### src/rtl/loht_pkg.sv
// shared types and constants for the lru open handle tracker
`default_nettype none
package loht_pkg;

  localparam int SLOTS_DEF      = 32;
  localparam int OWNER_BITS_DEF = 8;
  localparam logic [5:0] MAX_OPEN_RESET = 6'd16;

  typedef enum logic [2:0] {
    ACT_REGISTER   = 3'd0,
    ACT_UNREGISTER = 3'd1,
    ACT_USE        = 3'd2,
    ACT_CLOSE      = 3'd3,
    ACT_RELEASE    = 3'd4
  } action_t;

  typedef enum logic [2:0] {
    KIND_ALLOC    = 3'd0,
    KIND_RELEASED = 3'd1,
    KIND_DONE     = 3'd2,
    KIND_MISMATCH = 3'd3,
    KIND_FULL     = 3'd4
  } kind_t;

  typedef struct packed {
    logic [2:0] action;
    logic [4:0] slot;
    logic [7:0] owner;
  } in_word_t;

  typedef struct packed {
    logic [4:0] result_slot;
    logic [2:0] kind;
    logic       last;
  } out_word_t;

  typedef enum logic [3:0] {
    ST_IDLE,
    ST_DECODE,
    ST_UNLINK_RD,
    ST_UNLINK_WR,
    ST_PUSH,
    ST_EVICT,
    ST_SCAN,
    ST_SCAN_CHK,
    ST_EMIT
  } state_t;

endpackage
`default_nettype wire

### src/rtl/lru_open_handle_tracker.sv
// top level of the lru open handle tracker
//
// Tracks up to SLOTS handle slots with owners, plus a newest-to-oldest recency
// list capped by cfg max_open. Owners and list links live in registered-read
// memories; the sequencer handles one word at a time. Register picks the
// lowest free slot from the used bits combinationally. Unregister and close
// unlink the slot when it is listed; a use of a listed slot unlinks it and
// pushes it as newest, and a use of an unlisted slot first evicts the oldest
// while the list is at capacity. Release-owner walks every slot through the
// owner memory and unlinks each released listed slot. Results leave through
// an output register, one word at a time; every result word that waits on
// out_ready adds the stall, and a new word is only taken once the sequencer
// is idle and the output register is free or drains.
`default_nettype none
module lru_open_handle_tracker
  import loht_pkg::*;
#(
  parameter int SLOTS      = SLOTS_DEF,
  parameter int OWNER_BITS = OWNER_BITS_DEF
) (
  input  wire logic      clk,
  input  wire logic      rst_n,
  input  wire logic      in_valid,
  output logic           in_ready,
  input  wire in_word_t  in_data,
  output logic           out_valid,
  input  wire logic      out_ready,
  output out_word_t      out_data,
  input  wire logic      cfg_we,
  input  wire logic [5:0] cfg_data
);

  localparam int SW = $clog2(SLOTS);
  localparam int CW = $clog2(SLOTS + 1);

  // memories
  logic [OWNER_BITS-1:0] owner_mem [SLOTS];
  logic [SW-1:0]         newer_mem [SLOTS];
  logic [SW-1:0]         older_mem [SLOTS];
  logic [OWNER_BITS-1:0] owner_rd_r;
  logic [SW-1:0]         newer_rd_r, older_rd_r;

  logic [SLOTS-1:0] used_r, used_nxt;
  logic [SLOTS-1:0] inl_r, inl_nxt;
  logic [SW-1:0]    newest_r, newest_nxt, oldest_r, oldest_nxt;
  logic [CW-1:0]    count_r, count_nxt;
  logic [5:0]       max_open_r;

  state_t state_r, state_nxt;
  logic [2:0]  act_r, act_nxt;
  logic [4:0]  slot_in_r, slot_in_nxt;
  logic [OWNER_BITS-1:0] own_r, own_nxt;
  logic [SW-1:0] tgt_r, tgt_nxt;      // slot being unlinked
  logic [SW-1:0] scan_r, scan_nxt;
  logic          scan_done_r, scan_done_nxt;
  state_t        ret_r, ret_nxt;      // state after unlink

  out_word_t ob_r, ob_nxt;
  logic      ov_r, ov_nxt;

  // memory ports
  logic              o_we, n_we, d_we;
  logic [SW-1:0]     o_wa, n_wa, d_wa;
  logic [OWNER_BITS-1:0] o_wd;
  logic [SW-1:0]     n_wd, d_wd;
  logic [SW-1:0]     o_ra, l_ra;

  // capacity after clamping
  logic [6:0] cap;
  always_comb begin
    if (max_open_r == 6'd0) cap = 7'd1;
    else if (32'(max_open_r) > SLOTS) cap = 7'(SLOTS);
    else cap = {1'b0, max_open_r};
  end

  // lowest free slot
  logic [SW-1:0] free_idx;
  logic          free_any;
  always_comb begin
    free_idx = '0;
    free_any = 1'b0;
    for (int i = SLOTS - 1; i >= 0; i--) begin
      if (!used_r[i]) begin
        free_idx = SW'(i);
        free_any = 1'b1;
      end
    end
  end

  logic in_range;
  logic [SW-1:0] s_idx;
  assign in_range = 32'(slot_in_r) < SLOTS;
  assign s_idx    = SW'(slot_in_r);

  always_ff @(posedge clk) begin
    if (o_we) owner_mem[o_wa] <= o_wd;
    owner_rd_r <= owner_mem[o_ra];
  end

  // link memories, at most one write each per cycle
  always_ff @(posedge clk) begin
    if (n_we)  newer_mem[n_wa]  <= n_wd;
    if (d_we)  older_mem[d_wa]  <= d_wd;
    newer_rd_r <= newer_mem[l_ra];
    older_rd_r <= older_mem[l_ra];
  end

  always_ff @(posedge clk) begin
    if (!rst_n) begin
      state_r     <= ST_IDLE;
      used_r      <= '0;
      inl_r       <= '0;
      newest_r    <= '0;
      oldest_r    <= '0;
      count_r     <= '0;
      ov_r        <= 1'b0;
      max_open_r  <= MAX_OPEN_RESET;
      ret_r       <= ST_IDLE;
      scan_done_r <= 1'b0;
    end else begin
      state_r     <= state_nxt;
      used_r      <= used_nxt;
      inl_r       <= inl_nxt;
      newest_r    <= newest_nxt;
      oldest_r    <= oldest_nxt;
      count_r     <= count_nxt;
      ov_r        <= ov_nxt;
      ret_r       <= ret_nxt;
      scan_done_r <= scan_done_nxt;
      if (cfg_we) max_open_r <= cfg_data;
    end
  end

  always_ff @(posedge clk) begin
    act_r     <= act_nxt;
    slot_in_r <= slot_in_nxt;
    own_r     <= own_nxt;
    tgt_r     <= tgt_nxt;
    scan_r    <= scan_nxt;
    ob_r      <= ob_nxt;
  end

  assign out_valid = ov_r;
  assign out_data  = ob_r;
  // a new word only when the sequencer is idle and the output register is free or drains this cycle
  assign in_ready  = (state_r == ST_IDLE) && (!ov_r || out_ready);

  // sequencer
  always_comb begin
    state_nxt = state_r;
    act_nxt = act_r; slot_in_nxt = slot_in_r; own_nxt = own_r;
    tgt_nxt = tgt_r; scan_nxt = scan_r; scan_done_nxt = scan_done_r;
    ret_nxt = ret_r;
    used_nxt = used_r; inl_nxt = inl_r;
    newest_nxt = newest_r; oldest_nxt = oldest_r; count_nxt = count_r;
    ob_nxt = ob_r; ov_nxt = ov_r;
    o_we = 1'b0; o_wa = '0; o_wd = '0;
    n_we = 1'b0; n_wa = '0; n_wd = '0;
    d_we = 1'b0; d_wa = '0; d_wd = '0;
    o_ra = s_idx; l_ra = tgt_r;

    if (ov_r && out_ready) ov_nxt = 1'b0;

    case (state_r)
      ST_IDLE: begin
        o_ra = SW'(in_data.slot);
        if (in_valid && in_ready) begin
          act_nxt = in_data.action;
          slot_in_nxt = in_data.slot;
          own_nxt = OWNER_BITS'(in_data.owner);
          state_nxt = ST_DECODE;
        end
      end
      ST_DECODE: begin
        // owner of named slot is now in owner_rd_r
        tgt_nxt = s_idx;
        case (act_r)
          ACT_REGISTER: begin
            if (!free_any) begin
              ob_nxt = '{result_slot: 5'd0, kind: KIND_FULL, last: 1'b1};
            end else begin
              used_nxt[free_idx] = 1'b1;
              o_we = 1'b1; o_wa = free_idx; o_wd = own_r;
              ob_nxt = '{result_slot: 5'(free_idx), kind: KIND_ALLOC, last: 1'b1};
            end
            state_nxt = ST_EMIT; ret_nxt = ST_IDLE;
          end
          ACT_UNREGISTER: begin
            if (!in_range || !used_r[s_idx] || owner_rd_r != own_r) begin
              ob_nxt = '{result_slot: slot_in_r, kind: KIND_MISMATCH, last: 1'b1};
              state_nxt = ST_EMIT;
            end else begin
              used_nxt[s_idx] = 1'b0;
              ob_nxt = '{result_slot: slot_in_r, kind: KIND_DONE, last: 1'b1};
              state_nxt = inl_r[s_idx] ? ST_UNLINK_RD : ST_EMIT;
            end
            ret_nxt = ST_EMIT;
          end
          ACT_CLOSE: begin
            ob_nxt = '{result_slot: slot_in_r, kind: KIND_DONE, last: 1'b1};
            ret_nxt = ST_EMIT;
            state_nxt = (in_range && inl_r[s_idx]) ? ST_UNLINK_RD : ST_EMIT;
          end
          ACT_USE: begin
            ob_nxt = '{result_slot: slot_in_r, kind: KIND_DONE, last: 1'b1};
            if (!in_range || !used_r[s_idx]) begin
              state_nxt = ST_EMIT;
            end else if (inl_r[s_idx]) begin
              ret_nxt = ST_PUSH; state_nxt = ST_UNLINK_RD;
            end else begin
              state_nxt = ST_EVICT;
            end
          end
          ACT_RELEASE: begin
            scan_nxt = '0; scan_done_nxt = 1'b0;
            state_nxt = ST_SCAN;
          end
          default: begin
            ob_nxt = '{result_slot: 5'd0, kind: KIND_DONE, last: 1'b1};
            state_nxt = ST_EMIT;
          end
        endcase
      end
      ST_EVICT: begin
        // evict oldest while list is at capacity
        if (!ov_r || out_ready) begin
          if (count_r >= CW'(cap) && count_r != '0) begin
            ob_nxt = '{result_slot: 5'(oldest_r), kind: KIND_RELEASED, last: 1'b0};
            ov_nxt = 1'b1;
            tgt_nxt = oldest_r;
            ret_nxt = ST_EVICT; state_nxt = ST_UNLINK_RD;
          end else begin
            ob_nxt = '{result_slot: slot_in_r, kind: KIND_DONE, last: 1'b1};
            state_nxt = ST_PUSH;
          end
        end
      end
      ST_UNLINK_RD: begin
        // links of target being read
        state_nxt = ST_UNLINK_WR;
      end
      ST_UNLINK_WR: begin
        if (tgt_r != newest_r) begin
          d_we = 1'b1; d_wa = newer_rd_r; d_wd = older_rd_r;
        end else begin
          newest_nxt = older_rd_r;
        end
        if (tgt_r != oldest_r) begin
          n_we = 1'b1; n_wa = older_rd_r; n_wd = newer_rd_r;
        end else begin
          oldest_nxt = newer_rd_r;
        end
        inl_nxt[tgt_r] = 1'b0;
        count_nxt = count_r - 1'b1;
        if (count_r == CW'(1)) begin
          newest_nxt = '0; oldest_nxt = '0;
        end
        state_nxt = ret_r;
      end
      ST_PUSH: begin
        if (count_r == '0) begin
          oldest_nxt = s_idx;
        end else begin
          d_we = 1'b1; d_wa = s_idx; d_wd = newest_r;
          n_we = 1'b1; n_wa = newest_r; n_wd = s_idx;
        end
        newest_nxt = s_idx;
        inl_nxt[s_idx] = 1'b1;
        count_nxt = count_r + 1'b1;
        ob_nxt = '{result_slot: slot_in_r, kind: KIND_DONE, last: 1'b1};
        state_nxt = ST_EMIT;
      end
      ST_SCAN: begin
        // read owner of scan slot
        o_ra = scan_r;
        if (scan_done_r) begin
          if (!ov_r || out_ready) begin
            ob_nxt = '{result_slot: 5'd0, kind: KIND_DONE, last: 1'b1};
            ov_nxt = 1'b1;
            state_nxt = ST_IDLE;
          end
        end else begin
          state_nxt = ST_SCAN_CHK;
        end
      end
      ST_SCAN_CHK: begin
        o_ra = scan_r;
        if (!ov_r || out_ready) begin
          if (used_r[scan_r] && owner_rd_r == own_r) begin
            ob_nxt = '{result_slot: 5'(scan_r), kind: KIND_RELEASED, last: 1'b0};
            ov_nxt = 1'b1;
            if (inl_r[scan_r]) begin
              tgt_nxt = scan_r; ret_nxt = ST_SCAN; state_nxt = ST_UNLINK_RD;
            end else begin
              state_nxt = ST_SCAN;
            end
          end else begin
            state_nxt = ST_SCAN;
          end
          if (32'(scan_r) == SLOTS - 1) scan_done_nxt = 1'b1;
          else scan_nxt = scan_r + 1'b1;
        end
      end
      ST_EMIT: begin
        if (!ov_r || out_ready) begin
          ov_nxt = 1'b1;
          state_nxt = ST_IDLE;
        end
      end
      default: state_nxt = ST_IDLE;
    endcase
  end

  // list count bounded by the slot count and matching the list bits
  a_count_cap: assert property (@(posedge clk) disable iff (!rst_n)
    32'(count_r) <= SLOTS) else $error("list count above slot count");
  a_inlist_used: assert property (@(posedge clk) disable iff (!rst_n)
    $countones(inl_r) == 32'(count_r)) else $error("list count disagrees with list bits");
  a_ready_idle: assert property (@(posedge clk) disable iff (!rst_n)
    in_ready |-> !(state_r == ST_EMIT)) else $error("ready while result pending");

endmodule
`default_nettype wire

### config.mk
export PLATFORM = sky130hd
export DESIGN_NAME = lru_open_handle_tracker
export DESIGN_NICKNAME = d
export VERILOG_FILES = /design/src/rtl/loht_pkg.sv /design/src/rtl/lru_open_handle_tracker.sv
export SDC_FILE = /design/constraint.sdc
export NUM_CORES = 1
export LEC_CHECK = 0
export BUFFER_PORTS_ARGS = -buffer_cell sky130_fd_sc_hd__buf_2
export CORE_AREA = 2 2 222 246
export DETAILED_ROUTE_END_ITERATION = 8
export DIE_AREA = 0 0 224 248
export PLACE_DENSITY = 0.76
export SKIP_CTS_REPAIR_TIMING = 1
export SYNTH_ARGS = -nofsm -noshare
export SYNTH_HDL_FRONTEND = slang
export SYNTH_SLANG_ARGS = --single-unit
### constraint.sdc
create_clock -name clk -period 4.46 [get_ports clk]
set_input_delay 0.223 -clock clk [delete_from_list [all_inputs] [get_ports clk]]
set_output_delay 0.223 -clock clk [all_outputs]
set_load 0.01 [all_outputs]
==> metrics.txt <==
share of layout cells above drive strength 1 around 15%; DRT Pass-1 Iters 6; CP Launch Type flop; Synth async-reset ratio 0%; gpl congestion 1.00; Peak VDD IR about 0.00037 V; core box area ~53000 um2; Post-Syn Area 31500 um2; Routed Antenna Nets 0; grt total ovfl 0; largest net degree at the start of global routing 85; DR vias/cell 6.70; Final setup viols 0; M1 GR Usage a little under two fifths; first-pass GRT wire length around 120 mm; vias in the first global route between 20000 and 25000; simple-gate share of the synthesized area about an eighth; # IOs 38; H-tree depth 3; adder-cell share of the synthesized area 0.477%; Final Cycle Share ~88%; Lkg Pwr 10.7 nW; site row count 89; met2 global-route usage about 50%; clock slew seen by the registers of the worst setup and hold paths 0.07 ns; wirelength, routed 82.2 mm; fin crit period ~3.9 ns; syn avg cell area about 14 um2; Post-DP HPWL about 53 mm; total track usage 29.7%; unrepaired setup endpoints after global routing false; CTS tree built; Hold Path Class input pin to flop; critical path required time around 5.0 ns; dpl cells 2949; Finished Layout Cells 3103; Distinct cells, synth 86; compound-gate portion of the synthesized area between 8 and 9%; die footprint 55600 um2; Vias ~21000; Worst Path Max Fanout 31; Layout Skew approximately 0.037 ns; Worst Path Arrival roughly 4.4 ns; kind of critical path flop to flop; mux contribution to synthesized area approximately a tenth; xor/xnor cell area share of the yosys netlist less than 1%; prevailing post-synth register cell edfxtp_1; final slew viol count 0; met3 usage 5.32%; Die H ~250 um; failing checks negative hold slack; post-synth net total 2348; synth top area cells edfxtp_1 58%, mux4_2 9.0%, dfxtp_1 7.2%; status finished, violations left; crit end category flop; setup total negative slack 0 ns; drt drc 0; leading area contributor after synthesis edfxtp_1; Max clock buf depth 3; Seq cells post-synth ~730; drt wl/cell 26.5 um; max_cap viols 0; port bufs 37; pwr/cell area approximately 430 nW/um2; final hold slack -0.00688 ns; CTS buffer count between 70 and 80; initial DRC count approximately 2800; Area Growth Syn to Fin 10.8%; Syn Inst Count around 2300; synth warn 0; Fmax achieved about 250 MHz; worst-margin pin slew ~1.2 ns; top cell type's share of synthesized area 58.3%; die width ~220 um; Post-synth top cells 611 x edfxtp_1, 364 x nand2_1, 186 x nor2_1; initial antenna violation count 2; Root Driver clkbuf_16; Initial Util 59.3%; Fin. Hold Viols 2; Post-synth EDFFs about 600; most common cell in the netlist edfxtp_1; gr busiest metal met2; post-synthesis sequential area ratio between 60% and 70%; Worst slew margin 20.4%; nets about 2400; Worst-Skew Late Latency roughly 0.62 ns; Layout fillers between 3000 and 4000; clk sinks between 700 and 800; largest family of logic cells by synthesized area simple AND/OR/NAND/NOR gates
## sequential cells by signal, summed over array words and instances, names as in the netlist, 6 cells and up
name / count
owner_mem: 256
newer_mem: 160
older_mem: 160
inl_r: 32
used_r: 32
out_data: 9
own_r: 8
owner_rd_r: 8
count_r: 6
max_open_r: 6
## cells in the final DEF, fill, tap and decap left out, drive strengths merged, types with 9 or more instances in the layout
master       count
dfxtp          114
a221oi          17
and3            38
a32o            20
nand2          366
buf             97
clkinv          21
a22o            10
o211ai          10
a22oi           16
clkbuf          99
nand4           17
nand3           92
nor3            63
a21oi           70
edfxtp         611
a311oi          32
mux2i           26
and2            16
a31oi           26
nand2b          17
nor2b           14
xnor2           13
nor2           188
dlygate4sd3     22
xor2            11
o22ai            9
a311o           17
a211oi          30
mux2            15
ha              12
o21ai           48
mux4           126
inv             30
## power breakdown
part           total [mW]  switching, mW  internal (mW)
sequential           7.52          0.141           7.38
combinational        1.89           1.20          0.690
clock                5.68           2.52           3.16
total                15.1           3.86           11.2
## metrics by stage
step | area (um2) | setup slack [ns] | util [%] | power (mW) | hold WS (ns)
3_5_place_dp | 32500 | 0.624 | 61.2 | 9.50 | 0.406
2_1_floorplan | 31500 | 1.48 | - | 8.92 | 0.322
5_1_grt | 34900 | 0.182 | 65.7 | 15.5 | 0.0260
3_3_place_gp | 32500 | 0.734 | 61.2 | 9.46 | 0.405
6_report | 34900 | 0.531 | 65.7 | 15.1 | -0.00688
4_1_cts | 34700 | 0.549 | 65.3 | 15.1 | -0.229
## final timing paths
check,from,end,slack (ns),cells after the start
setup / recovery,state_r[1],owner_rd_r[1],0.53,9
hold / removal,cfg_we,max_open_r[0],-0.007,3
setup reg to reg,state_r[1],owner_rd_r[1],0.53,9
hold reg to reg,ret_r[0],ret_r[0],0.48,2
## final cells by class
type / count / area [um2] / share of cell area [%]
Timing Repair Buffer: 119 / 943 / 2.70
Sequential cell: 725 / 20600 / 59.1
Multi-Input combinational cell: 1421 / 10200 / 29.2
Inverter: 24 / 90.1 / 0.258
Tap cell: 682 / 853 / 2.45
Clock inverter: 31 / 214 / 0.613
Clock buffer: 99 / 1960 / 5.63
Antenna cell: 2 / 5.00 / 0.0143
## per-layer routing
metal  wire length (um)  vias up
met4               3890        0
met2              40700     1190
met1              30700    10300
met5                  0        -
li1                   -     9043
met3               6930      226
## logic make-up (layout without fill, tap and decap cells)
kind of cell | count (synthesis) | after routing
adder cells (fa/ha/maj) | 12 | 12
buffers and inverters | 163 | 273
AND/OR/NAND/NOR | 850 | 850
other | 0 | 2
XOR/XNOR | 24 | 24
AO/OA/AOI/OAI | 368 | 368
multiplexers | 167 | 167
flip-flops | 725 | 725
## critical path: stages, from the launching register on
cell and delay [ns]:
dfxtp_1 0.90, nor4_2 0.23, a22oi_2 0.61, and2_2 0.66
buf_4 0.43, nand2_1 0.09, a311oi_1 0.33, a311o_1 0.17
nand2_1 0.09, a221oi_1 0.25
Note: power is estimated with default switching activity, not from simulation.
